[src/msp_pkg.sv]
// ----------------------------------------------------------------------------
// msp_pkg - shared types and constants of the subscription message parser
// Result codes, field widths, the request prefix and the result struct.
// ----------------------------------------------------------------------------
`default_nettype none

package msp_pkg;

	// Width of a parsed payload length; lengths above 2^LENGTH_BITS-1 are too large
	localparam int unsigned LENGTH_BITS = 16;
	localparam int unsigned ACC_BITS    = LENGTH_BITS + 1;
	localparam int unsigned PREFIX_LEN  = 7;
	localparam int unsigned PM_BITS     = $clog2(PREFIX_LEN + 1);

	// Result kinds
	typedef enum logic [2:0] {
		KIND_TOPIC     = 3'd0,
		KIND_ACCEPTED  = 3'd1,
		KIND_MALFORMED = 3'd2,
		KIND_TOO_LARGE = 3'd3,
		KIND_PAYLOAD   = 3'd4
	} kind_t;

	// Character codes
	localparam logic [7:0] CH_NEWLINE = 8'h0A;
	localparam logic [7:0] CH_COMMA   = 8'h2C;
	localparam logic [7:0] CH_QUOTE   = 8'h22;
	localparam logic [7:0] CH_PLUS    = 8'h2B;
	localparam logic [7:0] CH_MINUS   = 8'h2D;
	localparam logic [7:0] CH_ZERO    = 8'h30;
	localparam logic [7:0] CH_NINE    = 8'h39;
	localparam logic [7:0] CH_SPACE   = 8'h20;
	localparam logic [7:0] CH_TAB     = 8'h09;
	localparam logic [7:0] CH_VTAB    = 8'h0B;
	localparam logic [7:0] CH_FFEED   = 8'h0C;
	localparam logic [7:0] CH_CR      = 8'h0D;

	// One result item
	typedef struct packed {
		kind_t       kind;
		logic [7:0]  out_byte;
		logic [15:0] payload_length;
		logic        last;
	} result_t;

	// Prefix text "+SMSUB:" indexed by match position
	function automatic logic [7:0] prefix_char(input logic [PM_BITS-1:0] idx);
		logic [7:0] ch;
		case (idx)
			3'd0:    ch = 8'h2B; // '+'
			3'd1:    ch = 8'h53; // 'S'
			3'd2:    ch = 8'h4D; // 'M'
			3'd3:    ch = 8'h53; // 'S'
			3'd4:    ch = 8'h55; // 'U'
			3'd5:    ch = 8'h42; // 'B'
			3'd6:    ch = 8'h3A; // ':'
			default: ch = 8'h00;
		endcase
		return ch;
	endfunction

endpackage

`default_nettype wire

[src/msp_in_stage.sv]
// ----------------------------------------------------------------------------
// msp_in_stage - input register
// Captures one received byte per request and holds it until the parser steps.
// ----------------------------------------------------------------------------
`default_nettype none

module msp_in_stage (
	input  wire logic       clk,
	input  wire logic       arst_n,
	input  wire logic       in_valid,
	output logic            in_ready,
	input  wire logic [7:0] data_byte,
	input  wire logic       step,
	output logic            valid_s1,
	output logic [7:0]      byte_s1
);

	// Take a new request when empty or when the held byte moves on this cycle
	assign in_ready = !valid_s1 || step;

	// Hold valid flag
	always_ff @(posedge clk or negedge arst_n) begin
		if (!arst_n) begin
			valid_s1 <= 1'b0;
		end else if (in_ready) begin
			valid_s1 <= in_valid;
		end
	end

	// Hold byte
	always_ff @(posedge clk) begin
		if (in_ready && in_valid) begin
			byte_s1 <= data_byte;
		end
	end

endmodule

`default_nettype wire

[src/msp_parser.sv]
// ----------------------------------------------------------------------------
// msp_parser - header and payload state machine
// Hunts for the prefix, parses topic and length, then counts payload bytes.
// ----------------------------------------------------------------------------
`default_nettype none

module msp_parser (
	input  wire logic         clk,
	input  wire logic         arst_n,
	input  wire logic         step,
	input  wire logic [7:0]   byte_s1,
	output logic              res_valid,
	output msp_pkg::result_t  res
);

	typedef enum logic [1:0] {
		PH_HUNT,
		PH_HEADER,
		PH_PAYLOAD
	} phase_t;

	typedef enum logic [1:0] {
		NP_SPACE,
		NP_SIGN,
		NP_DIGITS,
		NP_DONE
	} num_phase_t;

	localparam int unsigned LB = msp_pkg::LENGTH_BITS;
	localparam int unsigned AB = msp_pkg::ACC_BITS;
	localparam int unsigned PB = msp_pkg::PM_BITS;
	localparam int unsigned MB = AB + 4;

	phase_t                 phase_q,    phase_d;
	logic [PB-1:0]          pm_q,       pm_d;
	logic [1:0]             quotes_q,   quotes_d;
	logic                   comma_q,    comma_d;
	num_phase_t             np_q,       np_d;
	logic                   neg_q,      neg_d;
	logic [AB-1:0]          acc_q,      acc_d;
	logic [LB-1:0]          rem_q,      rem_d;

	logic [7:0]             b;
	logic                   is_digit;
	logic                   is_space;
	logic [MB-1:0]          acc_mul;
	logic [AB-1:0]          acc_next;
	logic                   bad;
	logic [PB-1:0]          pm_inc;

	assign b        = byte_s1;
	assign is_digit = (b >= msp_pkg::CH_ZERO) && (b <= msp_pkg::CH_NINE);
	assign is_space = (b == msp_pkg::CH_SPACE) || (b == msp_pkg::CH_TAB) ||
	                  (b == msp_pkg::CH_VTAB)  || (b == msp_pkg::CH_FFEED) ||
	                  (b == msp_pkg::CH_CR);

	// Accumulate one decimal digit, saturate one above the limit
	assign acc_mul = (MB'(acc_q) << 3) + (MB'(acc_q) << 1) + MB'(b - msp_pkg::CH_ZERO);
	assign acc_next = (acc_mul[MB-1:LB] != '0) ? {1'b1, {LB{1'b0}}} : acc_mul[AB-1:0];

	assign bad = (quotes_q < 2'd2) || !comma_q || (neg_q && (acc_q != '0));
	assign pm_inc = pm_q + PB'(1);

	// Next state and result
	always_comb begin
		phase_d   = phase_q;
		pm_d      = pm_q;
		quotes_d  = quotes_q;
		comma_d   = comma_q;
		np_d      = np_q;
		neg_d     = neg_q;
		acc_d     = acc_q;
		rem_d     = rem_q;
		res_valid = 1'b0;
		res.kind           = msp_pkg::KIND_TOPIC;
		res.out_byte       = 8'd0;
		res.payload_length = 16'd0;
		res.last           = 1'b0;

		unique case (phase_q)
			PH_PAYLOAD: begin
				rem_d        = rem_q - LB'(1);
				res_valid    = 1'b1;
				res.kind     = msp_pkg::KIND_PAYLOAD;
				res.out_byte = b;
				if (rem_q == LB'(1)) begin
					res.last = 1'b1;
					phase_d  = PH_HUNT;
				end
			end

			PH_HEADER: begin
				if (b == msp_pkg::CH_NEWLINE) begin
					// Judge the header
					phase_d   = PH_HUNT;
					pm_d      = '0;
					res_valid = 1'b1;
					if (bad) begin
						res.kind = msp_pkg::KIND_MALFORMED;
					end else if (acc_q[AB-1]) begin
						res.kind = msp_pkg::KIND_TOO_LARGE;
					end else if (acc_q == '0) begin
						res.kind = msp_pkg::KIND_ACCEPTED;
						res.last = 1'b1;
					end else begin
						res.kind           = msp_pkg::KIND_ACCEPTED;
						res.payload_length = 16'(acc_q[LB-1:0]);
						rem_d              = acc_q[LB-1:0];
						phase_d            = PH_PAYLOAD;
					end
				end else begin
					// Length field: restart at every comma
					if (b == msp_pkg::CH_COMMA) begin
						comma_d = 1'b1;
						np_d    = NP_SPACE;
						neg_d   = 1'b0;
						acc_d   = '0;
					end else if (comma_q && (np_q != NP_DONE)) begin
						if (is_digit) begin
							acc_d = acc_next;
							np_d  = NP_DIGITS;
						end else if (np_q == NP_SPACE) begin
							if (is_space) begin
								np_d = NP_SPACE;
							end else if (b == msp_pkg::CH_MINUS) begin
								neg_d = 1'b1;
								np_d  = NP_SIGN;
							end else if (b == msp_pkg::CH_PLUS) begin
								np_d = NP_SIGN;
							end else begin
								np_d = NP_DONE;
							end
						end else begin
							np_d = NP_DONE;
						end
					end
					// Topic: bytes inside the first quoted span
					if (b == msp_pkg::CH_QUOTE) begin
						if (quotes_q < 2'd2) begin
							quotes_d = quotes_q + 2'd1;
						end
					end else if (quotes_q == 2'd1) begin
						res_valid    = 1'b1;
						res.kind     = msp_pkg::KIND_TOPIC;
						res.out_byte = b;
					end
				end
			end

			PH_HUNT: begin
				// Advance the prefix match or restart it
				if ((pm_q < PB'(msp_pkg::PREFIX_LEN)) && (b == msp_pkg::prefix_char(pm_q))) begin
					pm_d = pm_inc;
				end else begin
					pm_d = (b == msp_pkg::CH_PLUS) ? PB'(1) : PB'(0);
				end
				if (pm_d >= PB'(msp_pkg::PREFIX_LEN)) begin
					pm_d     = '0;
					phase_d  = PH_HEADER;
					quotes_d = 2'd0;
					comma_d  = 1'b0;
					np_d     = NP_SPACE;
					neg_d    = 1'b0;
					acc_d    = '0;
				end
			end

			default: begin
				phase_d = PH_HUNT;
			end
		endcase
	end

	// Hold parser state
	always_ff @(posedge clk or negedge arst_n) begin
		if (!arst_n) begin
			phase_q  <= PH_HUNT;
			pm_q     <= '0;
			quotes_q <= 2'd0;
			comma_q  <= 1'b0;
			np_q     <= NP_SPACE;
			neg_q    <= 1'b0;
			acc_q    <= '0;
			rem_q    <= '0;
		end else if (step) begin
			phase_q  <= phase_d;
			pm_q     <= pm_d;
			quotes_q <= quotes_d;
			comma_q  <= comma_d;
			np_q     <= np_d;
			neg_q    <= neg_d;
			acc_q    <= acc_d;
			rem_q    <= rem_d;
		end
	end

endmodule

`default_nettype wire

[src/msp_out_stage.sv]
// ----------------------------------------------------------------------------
// msp_out_stage - result register
// Holds one result until the downstream side takes it.
// ----------------------------------------------------------------------------
`default_nettype none

module msp_out_stage (
	input  wire logic             clk,
	input  wire logic             arst_n,
	input  wire logic             load,
	input  wire msp_pkg::result_t res,
	input  wire logic             out_ready,
	output logic                  free,
	output logic                  out_valid,
	output msp_pkg::result_t      res_q
);

	// Space for a new result when empty or draining this cycle
	assign free = !out_valid || out_ready;

	// Hold valid flag
	always_ff @(posedge clk or negedge arst_n) begin
		if (!arst_n) begin
			out_valid <= 1'b0;
		end else if (load) begin
			out_valid <= 1'b1;
		end else if (out_ready) begin
			out_valid <= 1'b0;
		end
	end

	// Hold result payload
	always_ff @(posedge clk) begin
		if (load) begin
			res_q <= res;
		end
	end

endmodule

`default_nettype wire

[src/modem_sub_message_parser_top.sv]
// ----------------------------------------------------------------------------
// modem_sub_message_parser_top - subscription message parser
// Extracts topic bytes, header verdicts and payload bytes from a modem stream.
// ----------------------------------------------------------------------------
// Takes one received byte per cycle unless the result side stalls, and gives
// at most one result per byte. A byte passes through an input register and a
// result register; the whole parse step is one pass of logic between them and
// sustains one byte every cycle while the result register drains. in_ready
// follows out_ready combinationally through the two register stages, and a
// byte that produces no result (prefix hunting, quotes, stray CRLF) still
// moves the parser state on. Payload lengths are limited to 16 bits; larger
// values are reported as too large and the header is dropped.
`default_nettype none

module modem_sub_message_parser_top (
	input  wire logic        clk,
	input  wire logic        arst_n,
	input  wire logic        in_valid,
	output logic             in_ready,
	input  wire logic [7:0]  data_byte,
	output logic             out_valid,
	input  wire logic        out_ready,
	output logic [2:0]       kind,
	output logic [7:0]       out_byte,
	output logic [15:0]      payload_length,
	output logic             last
);

	logic             valid_s1;
	logic [7:0]       byte_s1;
	logic             free;
	logic             step;
	logic             res_valid;
	msp_pkg::result_t res;
	msp_pkg::result_t res_q;

	// Step the parser when a byte is held and the result register has room
	assign step = valid_s1 && free;

	msp_in_stage u_in (
		.clk       (clk),
		.arst_n    (arst_n),
		.in_valid  (in_valid),
		.in_ready  (in_ready),
		.data_byte (data_byte),
		.step      (step),
		.valid_s1  (valid_s1),
		.byte_s1   (byte_s1)
	);

	msp_parser u_parser (
		.clk       (clk),
		.arst_n    (arst_n),
		.step      (step),
		.byte_s1   (byte_s1),
		.res_valid (res_valid),
		.res       (res)
	);

	msp_out_stage u_out (
		.clk       (clk),
		.arst_n    (arst_n),
		.load      (step && res_valid),
		.res       (res),
		.out_ready (out_ready),
		.free      (free),
		.out_valid (out_valid),
		.res_q     (res_q)
	);

	assign kind           = res_q.kind;
	assign out_byte       = res_q.out_byte;
	assign payload_length = res_q.payload_length;
	assign last           = res_q.last;

endmodule

`default_nettype wire

[config.mk]
export PLATFORM = sky130hd
export DESIGN_NAME = modem_sub_message_parser_top
export DESIGN_NICKNAME = d
export VERILOG_FILES = /design/src/msp_pkg.sv /design/src/msp_in_stage.sv /design/src/msp_parser.sv /design/src/msp_out_stage.sv /design/src/modem_sub_message_parser_top.sv
export SDC_FILE = /design/constraint.sdc
export NUM_CORES = 1
export LEC_CHECK = 0
export BUFFER_PORTS_ARGS = -buffer_cell sky130_fd_sc_hd__buf_2
export CAP_MARGIN = 20
export CORE_MARGIN = 8
export CORE_UTILIZATION = 55
export DETAILED_ROUTE_END_ITERATION = 6
export PLACE_DENSITY = 0.77
export SETUP_SLACK_MARGIN = 0.05
export SLEW_MARGIN = 30
export SYNTH_ARGS = -nofsm -noshare
export SYNTH_HDL_FRONTEND = slang
export SYNTH_SLANG_ARGS = --single-unit
[constraint.sdc]
create_clock -name clk -period 4.8 [get_ports clk]
set_input_delay 0.48 -clock clk [delete_from_list [all_inputs] [get_ports clk]]
set_output_delay 0.48 -clock clk [all_outputs]
set_load 0.01 [all_outputs]
==> flow_metrics.tcl, run 1 <==
set metrics [dict create \
    yosysWarnings 0 \
    grt_pass1_wl_mm 23.4 \
    synth_flop_cell "dfrtp_1" \
    synth_cell_types 76 \
    max_slew_margin 0.525 \
    fin_setup_tns_ns 0 \
    first_pass_iters 7 \
    combPwrFrac 0.558 \
    vias 4739 \
    synth_top_family_by_area "compound AO/OA/AOI/OAI gates" \
    htree_levels 3 \
    grt_overflow_total 0 \
    dp_hpwl_mm 10.5 \
    clock-sinks 82 \
    row_count 37 \
    cts_max_path_buffers 2 \
    routed_wl_mm 13.9 \
    synth_edf_count 36 \
    root_buffer "clkbuf_8" \
    clk_latency_ns 0.36 \
    critical_path.endpoint_type "register" \
    syn_nets 646 \
    critPathMaxFanout 12 \
    p_clk_frac 0.129 \
    dp_cells 741 \
    critPathKind "register to register" \
    synthXorXnorAreaFrac 0.0257 \
    yosysTopAreaCell "dfrtp_1" \
    synthMuxAreaShare 0.0141 \
    stdcell_count 757 \
    leakagePower_nw 2.57 \
    core_um2 10300 \
    synthArstFlopShare 0.561 \
    startpoint_type "register" \
    cts_buffers 9 \
    fmaxAchievable_ghz 0.230 \
    rsz0062_at_grt "no" \
    drc_errors 0 \
    dieArea_um2 14100 \
    power_density_nw_per_um2 592 \
    grtUsageTotal 0.203 \
    synth-compound-area-share 0.219 \
    maxCapViolations 0 \
    yosys.area_share.simple 0.172 \
    p_int_mw 1.95 \
    syn_area_per_cell_um2 9.94 \
    syn_to_final_growth_pct 8.97 \
    io_buffers 41 \
    ant_nets 0 \
    yosys-top-cells-area "dfrtp_1, edfxtp_1, ha_1" \
    final_cell_mix "inv_1, dfrtp_1, a21oi_1" \
    die_w_um 119 \
    synth_fa_ha_area_frac 0.133 \
    synth.cell_area_um2 5790 \
    power.switching_mw 1.79 \
    diodes 0 \
    cp.required_ns 5.05 \
    mostFrequentLayoutCell "inv_1" \
    ys_seq_area_frac 0.386 \
    nets 680 \
    cts_tree "done" \
    period_needed_ns 4.36 \
    initial_core_util 0.563 \
    fin_crit_sh 0.908 \
    p_seq_frac 0.313 \
    worstMarginPinSlew_ns 0.711 \
    drive_gt1_frac 0.159 \
    hold_class "input port to async pin" \
    setup_viol 0 \
    hold_viol_final 0 \
    wl_per_cell_um 18.4 \
    antenna_found_initial 0 \
    synthesis.instances 582 \
    synth-seq-cells 82 \
    grt_pass1_vias 4831 \
    finClkSkew_ns 0.0130 \
    grt_max_degree 47 \
    via_per_inst 6.26 \
    gp_congestion 0.944 \
    clk_pin_slew_ns 0.08 \
    io_pins 42 \
    arrival_ns 4.61 \
    drt-initial-drc-count 398 \
    swShare 0.479 \
    whs_ns 0.119 \
    die_h_um 119 \
    irDropWorstVdd_mv 0.208 \
    slew_viol_final 0 \
    synth.top_cell.area_share 0.199 \
    status "finished clean" \
]
[state kept, by name, summed over array words and instances (netlist names)]
signal / count
u_parser.np_q: 2
u_parser.comma_q: 1
u_out.out_valid: 1
u_out.res_q: 28
u_parser.rem_q: 16
u_parser.pm_q: 3
u_in.valid_s1: 1
u_parser.neg_q: 1
u_in.byte_s1: 8
u_parser.acc_q: 17
u_parser.phase_q: 2
u_parser.quotes_q: 2
[worst max-delay path, stage by stage (launching register included)]
cell and delay [ns]:
edfxtp_1 0.51, ha_1 0.31, nor3_2 0.13, buf_4 0.26, fa_1 0.45, ha_1 0.39
a21o_1 0.25, a311oi_1 0.33, o32ai_1 0.20, o31a_1 0.36, a2111oi_4 0.42, nand4_4 0.29
o32ai_1 0.34
[Yosys cell counts (5+ instances only)]
cell	count
a31oi_1	8
or3_1	5
o22ai_1	14
dfrtp_1	46
o32ai_2	9
nor3_1	29
xnor2_1	7
nand4_1	5
edfxtp_1	36
buf_2	11
a31o_2	6
mux2i_1	7
a21o_1	10
a21oi_1	45
nor2_1	28
fa_1	16
nand3_1	22
clkbuf_1	11
and2_1	15
nand2b_1	6
nor2b_1	9
nand2_1	27
inv_1	48
nor4_1	11
o21ai_0	22
ha_1	36
xor2_1	10
[worst paths after layout]
| kind | slack (ns) | start | endpoint | cells past startpoint |
|---|---|---|---|---|
| worst max-delay path | 0.44 | u_in.byte_s1[4]$_DFFE_PP_ | u_parser.acc_q[9]$_DFFE_PN0P_ | 12 |
| worst min-delay path | 0.12 | arst_n | u_parser.phase_q[0]$_DFFE_PN0P_ | 1 |
| max in group asynchronous | 4.24 | arst_n | u_parser.phase_q[1]$_DFFE_PN0P_ | 1 |
| min in group clk | 0.29 | data_byte[1] | u_in.byte_s1[1]$_DFFE_PP_ | 1 |
| worst min register to register | 0.50 | u_parser.quotes_q[0]$_DFFE_PN0P_ | u_parser.quotes_q[0]$_DFFE_PN0P_ | 1 |
| worst max register to register | 0.44 | u_in.byte_s1[4]$_DFFE_PP_ | u_parser.acc_q[9]$_DFFE_PN0P_ | 12 |
[power by group through the flow]
stage / Sequential [mW] / Combinational, mW / Clock (mW)
global route: 1.20 / 2.29 / 0.518
finish: 1.17 / 2.09 / 0.481
detailed placement: 1.18 / 2.03 / 0
floorplan: 1.10 / 1.61 / 0
CTS: 1.16 / 2.04 / 0.486
global placement: 1.17 / 1.96 / 0
[routing by layer]
metal	vias up	share of wire	global-route usage
li1	2239	-	-
met1	2276	0.45	0.252
met2	194	0.47	0.336
met3	30	0.058	0.0452
met4	0	0.025	0.0783
met5	-	0	0
[repair_timing]
item / CTS / global route
hold buffers: 0 / 0
setup buffers: 0 / 0
setup endpoints to repair: 0 / 11
endpoints found under the hold margin: 0 / 0
gates resized for setup: 0 / 1
[area by class of cell]
| cell class | count | area, um2 |
|---|---|---|
| fillers | 859 | 3970 |
| multi-input cells | 428 | 3290 |
| flip-flops and latches | 82 | 2230 |
| repair buffers | 46 | 245 |
| inverters | 49 | 184 |
| well taps | 136 | 170 |
| clock buffers | 11 | 151 |
| clock inverters | 5 | 37.5 |
[stage by stage]
step | util | area (um2) | total power, mW | setup WS (ns)
4_1_cts | 0.612 | 6290 | 3.69 | 0.334
5_1_grt | 0.614 | 6310 | 4.01 | 0.106
3_5_place_dp | 0.594 | 6100 | 3.20 | 0.369
2_1_floorplan | - | 5790 | 2.71 | 0.0921
3_3_place_gp | 0.593 | 6100 | 3.12 | 0.514
6_report | 0.614 | 6310 | 3.73 | 0.444
[cell families (layout without fill, tap and decap cells)]
logic type	Yosys count	count (layout)
AO/OA/AOI/OAI	169	169
XOR/XNOR	17	17
adder cells (fa/ha/maj)	52	52
buffers and inverters	72	111
flip-flops	82	82
multiplexers	8	8
AND/OR/NAND/NOR	182	182
(Power assumes the default switching activity.)
==> inputs of run 2 (changes only) <==
--- a/config.mk
+++ b/config.mk
@@ -11,6 +11,7 @@
 export CORE_UTILIZATION = 55
 export DETAILED_ROUTE_END_ITERATION = 6
 export PLACE_DENSITY = 0.77
+export REMOVE_ABC_BUFFERS = 1
 export SETUP_SLACK_MARGIN = 0.05
 export SLEW_MARGIN = 30
 export SYNTH_ARGS = -nofsm -noshare
==> run 2 against run 1 <==
  * Clock power decreased by 11%
  * Total power decreased by 2.2%
  * Final cell count increased by 0.13%
  * Register-to-register slack got worse by 0.13 ns
  * Final area decreased by 0.62%
  * First-iteration DRC count increased by 17%
  * Sequential power about the same
  * Routed wire length decreased by 0.34%
  * Critical path type unchanged
  * Non-clock buffer count increased by 1
  * Critical endpoint is now u_parser.acc_q[8]$_DFFE_PN0P_
  * Die area unchanged
  * Clock skew increased by 0.0035 ns
==> flow_metrics.tcl, run 2 (synthesized netlist as in run 1, its figures left out) <==
set metrics [dict create \
    final_cell_mix "inv_1, dfrtp_1, a21oi_1" \
    dr_wl_met3_um 722 \
    status "finished clean" \
    r2r_setup_slack_ns 0.31 \
    leakagePower_nw 2.57 \
    cts_max_path_buffers 2 \
    p_clk_frac 0.117 \
    startpoint "u_in.byte_s1[4]$_DFFE_PP_" \
    fin_crit_sh 0.935 \
    cts-resized-gates 0 \
    maxCapViolations 0 \
    finClkSkew_ns 0.0165 \
    clk_pin_slew_ns 0.09 \
    worstMarginPinSlew_ns 0.871 \
    crit_cells 12 \
    top_layer "met4" \
    dp_hpwl_mm 10.4 \
    fin_setup_tns_ns 0 \
    grt_max_degree 47 \
    nets 681 \
    drt-initial-drc-count 467 \
    drive_gt1_frac 0.151 \
    ant_nets 0 \
    max_slew_margin 0.419 \
    r2r-start "u_in.byte_s1[4]$_DFFE_PP_" \
    startpoint_type "register" \
    first_pass_iters 5 \
    io_pins 42 \
    critPathKind "register to register" \
    period_needed_ns 4.49 \
    via_per_inst 6.21 \
    mostFrequentLayoutCell "inv_1" \
    wl_met1_mm 6.34 \
    arrival_ns 4.72 \
    syn_to_final_growth_pct 8.30 \
    grt_pass1_wl_mm 23.0 \
    diodes 0 \
    path_cells "ha_1 > nor3_2 > buf_4 > fa_1 > ha_1 > a21o_1 > a311oi_1 > o32ai_1 > o31a_1 > a2111oi_4 > nand4_2 > o32ai_1" \
    grt_pass1_vias 4537 \
    gp_congestion 0.860 \
    slew_viol_final 0 \
    hold_viol_final 0 \
    clk_latency_ns 0.36 \
    top_register "u_out.res_q" \
    worstRegToRegCells 12 \
    cts_tree "done" \
    die_w_um 119 \
    antenna_found_initial 0 \
    fin_ws_ns 0.310 \
    setup_viol 0 \
    power.switching_mw 1.74 \
    swShare 0.477 \
    cp_slowest_stage_delay_ns 0.53 \
    core_um2 10300 \
    wl_per_cell_um 18.3 \
    htree_levels 3 \
    reg2reg_to "u_parser.acc_q[8]$_DFFE_PN0P_" \
    stdcell_count 758 \
    grt_overflow_total 0 \
    largest_register_ffs 28 \
    grtUsageTotal 0.198 \
    crit_end "u_parser.acc_q[8]$_DFFE_PN0P_" \
    io_buffers 41 \
    cp.required_ns 5.03 \
    power_density_nw_per_um2 583 \
    cp_slowest_cell "edfxtp_1" \
    initial_core_util 0.563 \
    holdBufCountCts 0 \
    critPathMaxFanout 12 \
    critical_path.endpoint_type "register" \
    p_seq_frac 0.321 \
    post_cts_buffers 0 \
    clock-sinks 82 \
    drc_errors 0 \
    whs_ns 0.128 \
    irDropWorstVdd_mv 0.301 \
    rsz0062_at_grt "no" \
    root_buffer "clkbuf_8" \
    vias 4708 \
    preCtsSetupSlack_ns 0.426 \
    fmaxAchievable_ghz 0.223 \
    die_h_um 119 \
    p_int_mw 1.91 \
    dr_wl_met2_mm 6.54 \
    dp_cells 742 \
    combPwrFrac 0.562 \
    cts_buffers 9 \
    row_count 37 \
    reg.largest.list "u_out.res_q: 28 flops, u_parser.acc_q: 17 flops, u_parser.rem_q: 16 flops" \
    hold_class "input port to async pin" \
    fin_util 0.610 \
    path_delay_family "compound AO/OA/AOI/OAI gates" \
    routed_wl_mm 13.8 \
    critPathBufInv 1 \
    dieArea_um2 14100 \
]
==> run 2: power by group through the flow <==
stage | Combinational (mW) | Clock, mW | Sequential, mW
floorplan | 1.55 | 0 | 1.11
global placement | 1.96 | 0 | 1.17
detailed placement | 2.02 | 0 | 1.18
CTS | 2.03 | 0.427 | 1.17
global route | 2.27 | 0.452 | 1.20
finish | 2.05 | 0.427 | 1.17
==> run 2: worst min path at each step <==
| stage | to | cells past startpoint | from |
|---|---|---|---|
| after CTS | u_parser.acc_q[5]$_DFFE_PN0P_ | 1 | arst_n |
| after detailed placement | u_parser.quotes_q[0]$_DFFE_PN0P_ | 1 | u_parser.quotes_q[0]$_DFFE_PN0P_ |
| final | u_parser.rem_q[0]$_DFFE_PN0P_ | 1 | arst_n |
| after global placement | u_parser.quotes_q[0]$_DFFE_PN0P_ | 1 | u_parser.quotes_q[0]$_DFFE_PN0P_ |
| after floorplan | u_in.valid_s1$_DFFE_PN0N_ | 0 | arst_n |
| after global routing | u_parser.phase_q[1]$_DFFE_PN0P_ | 1 | arst_n |
==> run 2: routing by layer <==
layer  global-route usage  vias up
li1                     -     2244
met4               0.0719        0
met3               0.0276       23
met2                0.318      145
met1                0.267     2296
met5                    0        -
==> run 2: per-stage QoR <==
stage	total power [mW]	instance area, um2
2_1_floorplan	2.67	5680
3_3_place_gp	3.13	6110
3_5_place_dp	3.20	6120
4_1_cts	3.63	6270
5_1_grt	3.92	6270
6_report	3.65	6270
==> run 2: final cells by class <==
| class | instances | area [um2] |
|---|---|---|
| multi-input combinational | 428 | 3280 |
| timing repair buffer | 47 | 253 |
| inverter | 49 | 184 |
| sequential | 82 | 2230 |
| clock buffer | 15 | 146 |
| tap | 136 | 170 |
| fill | 887 | 4010 |
| clock inverter | 1 | 5.00 |
==> inputs of run 3 (changes only) <==
--- a/config.mk
+++ b/config.mk
@@ -5,15 +5,14 @@
 export SDC_FILE = /design/constraint.sdc
 export NUM_CORES = 1
 export LEC_CHECK = 0
-export BUFFER_PORTS_ARGS = -buffer_cell sky130_fd_sc_hd__buf_2
 export CAP_MARGIN = 20
 export CORE_MARGIN = 8
-export CORE_UTILIZATION = 55
+export CORE_UTILIZATION = 59
 export DETAILED_ROUTE_END_ITERATION = 6
-export PLACE_DENSITY = 0.77
+export DONT_BUFFER_PORTS = 1
+export PLACE_DENSITY = 0.78
 export REMOVE_ABC_BUFFERS = 1
 export SETUP_SLACK_MARGIN = 0.05
-export SLEW_MARGIN = 30
 export SYNTH_ARGS = -nofsm -noshare
 export SYNTH_HDL_FRONTEND = slang
 export SYNTH_SLANG_ARGS = --single-unit
==> run 3 against run 2 <==
  * First-iteration DRC count shrank 26%
  * Sequential cell count stayed put
  * Clock skew is 0.0048 ns lower
  * Global-route usage increased by 1.7 points
  * Final cell count shrank 5.5%
  * Setup slack better by 0.012 ns
  * Critical path type unchanged
  * Largest power group unchanged
  * Highest routed layer unchanged
==> flow_metrics.tcl, run 3 (synthesized netlist as in run 1, its figures left out) <==
set metrics [dict create \
    status "finished clean" \
    reg.largest.list "u_out.res_q: 28 flops, u_parser.acc_q: 17 flops, u_parser.rem_q: 16 flops" \
    finClkSkew_ns 0.0118 \
    wl_per_cell_um 18.7 \
    largest_register_ffs 28 \
    dp_hpwl_mm 9.95 \
    fin_crit_sh 0.933 \
    final_cell_mix "inv_1, dfrtp_1, a21oi_1" \
    maxCapViolations 0 \
    startpoint_type "register" \
    path_cells "ha_1 > nor3_2 > buf_4 > fa_1 > ha_1 > a21o_1 > a311oi_1 > o32ai_1 > o31a_1 > a2111oi_4 > nand4_2 > o32ai_1" \
    post_cts_buffers 0 \
    mostFrequentLayoutCell "inv_1" \
    combPwrFrac 0.521 \
    grt_pass1_wl_mm 22.4 \
    cts_buffers 9 \
    fin_total_pwr_mw 3.83 \
    diodes 0 \
    grt_pass1_vias 4418 \
    irDropWorstVdd_mv 0.231 \
    dieArea_um2 13200 \
    cp.required_ns 5.05 \
    top_layer "met4" \
    cts_max_path_buffers 2 \
    hold_class "input port to register" \
    leakagePower_nw 2.49 \
    period_needed_ns 4.48 \
    p_int_mw 2.09 \
    nets 642 \
    critPathBufInv 1 \
    p_clk_frac 0.169 \
    arrival_ns 4.73 \
    power_density_nw_per_um2 618 \
    clock-sinks 82 \
    fmaxAchievable_ghz 0.223 \
    wl_met1_mm 5.90 \
    antenna_found_initial 0 \
    first_pass_iters 5 \
    drt-initial-drc-count 346 \
    root_buffer "clkbuf_8" \
    path_delay_family "compound AO/OA/AOI/OAI gates" \
    cts-resized-gates 0 \
    io_pins 42 \
    die_w_um 115 \
    n_fill_cell 775 \
    gp_congestion 0.974 \
    routed_wl_mm 13.4 \
    holdBufCountCts 2 \
    max_slew_margin 0.397 \
    cp_slowest_stage_delay_ns 0.53 \
    slew_viol_final 0 \
    dr_wl_met3_um 826 \
    swShare 0.454 \
    fin_setup_tns_ns 0 \
    critPathKind "register to register" \
    cts_tree "done" \
    syn_to_final_growth_pct 7.22 \
    grt_overflow_total 0 \
    grtUsageTotal 0.215 \
    io_buffers 0 \
    whs_ns 0.210 \
    top_register "u_out.res_q" \
    p_seq_frac 0.310 \
    worstMarginPinSlew_ns 0.892 \
    critical_path.endpoint_type "register" \
    drc_errors 0 \
    drive_gt1_frac 0.101 \
    via_per_inst 6.43 \
    setup_viol 0 \
    clk_latency_ns 0.36 \
    clk_pin_slew_ns 0.08 \
    dr_wl_met2_mm 6.30 \
    critPathMaxFanout 12 \
    rsz0062_at_grt "no" \
    core_um2 9640 \
    initial_core_util 0.600 \
    vias 4602 \
    die_h_um 115 \
    cp_slowest_cell "edfxtp_1" \
    hold_viol_final 0 \
    power.switching_mw 1.74 \
    row_count 36 \
    grt_max_degree 47 \
    htree_levels 3 \
    ant_nets 0 \
]
## run 3: power groups by stage
| stage | clock (mW) | combinational (mW) | sequential (mW) |
|---|---|---|---|
| global placement | 0 | 1.89 | 1.19 |
| floorplan | 0 | 1.55 | 1.11 |
| CTS | 0.654 | 1.98 | 1.18 |
| global route | 0.683 | 2.22 | 1.22 |
| finish | 0.649 | 2.00 | 1.19 |
| detailed placement | 0 | 1.95 | 1.20 |
## run 3: worst register-to-register path, cell delays in order (launching register included)
cell	delay (ns)
edfxtp_1	0.53
ha_1	0.32
nor3_2	0.12
buf_4	0.25
fa_1	0.45
ha_1	0.39
a21o_1	0.26
a311oi_1	0.31
o32ai_1	0.19
o31a_1	0.34
a2111oi_4	0.35
nand4_2	0.45
o32ai_1	0.41
## run 3: worst paths after layout
| check | from | to | slack, ns | cells after the start |
|---|---|---|---|---|
| max | u_in.byte_s1[4]$_DFFE_PP_ | u_parser.acc_q[8]$_DFFE_PN0P_ | 0.32 | 12 |
| min | data_byte[3] | u_in.byte_s1[3]$_DFFE_PP_ | 0.21 | 0 |
| max reg2reg | u_in.byte_s1[4]$_DFFE_PP_ | u_parser.acc_q[8]$_DFFE_PN0P_ | 0.32 | 12 |
| min reg2reg | u_parser.quotes_q[0]$_DFFE_PN0P_ | u_parser.quotes_q[0]$_DFFE_PN0P_ | 0.53 | 1 |
| max in group asynchronous | arst_n | u_parser.pm_q[2]$_DFFE_PN0P_ | 3.93 | 2 |
| min in group asynchronous | arst_n | u_parser.rem_q[6]$_DFFE_PN0P_ | 0.63 | 2 |
## run 3: area by class of cell
type                       instances  area (um2)  share of cell area
inverter                          49         184              0.0296
clock buffer                      11         163              0.0262
sequential                        82        2230               0.360
clock inverter                     5         106              0.0171
tap                              133         166              0.0268
multi-input combinational        428        3270               0.527
timing repair buffer               8        82.6              0.0133
## run 3: through the flow
| stage | setup slack, ns | area, um2 | std cells | utilization |
|---|---|---|---|---|
| finish | 0.322 | 6200 | 716 | 0.644 |
| global route | 0.0819 | 6200 | 716 | 0.644 |
| CTS | 0.352 | 6200 | 716 | 0.644 |
| detailed placement | 0.381 | 5900 | 698 | 0.612 |
| global placement | 0.551 | 5900 | 698 | 0.612 |
| floorplan | -0.0421 | 5680 | 559 | - |
## run 3: routing by layer
metal / global-route usage / vias to the layer above
met5: 0 / -
met3: 0.0341 / 32
li1: - / 2174
met4: 0.0919 / 0
met1: 0.285 / 2204
met2: 0.340 / 192
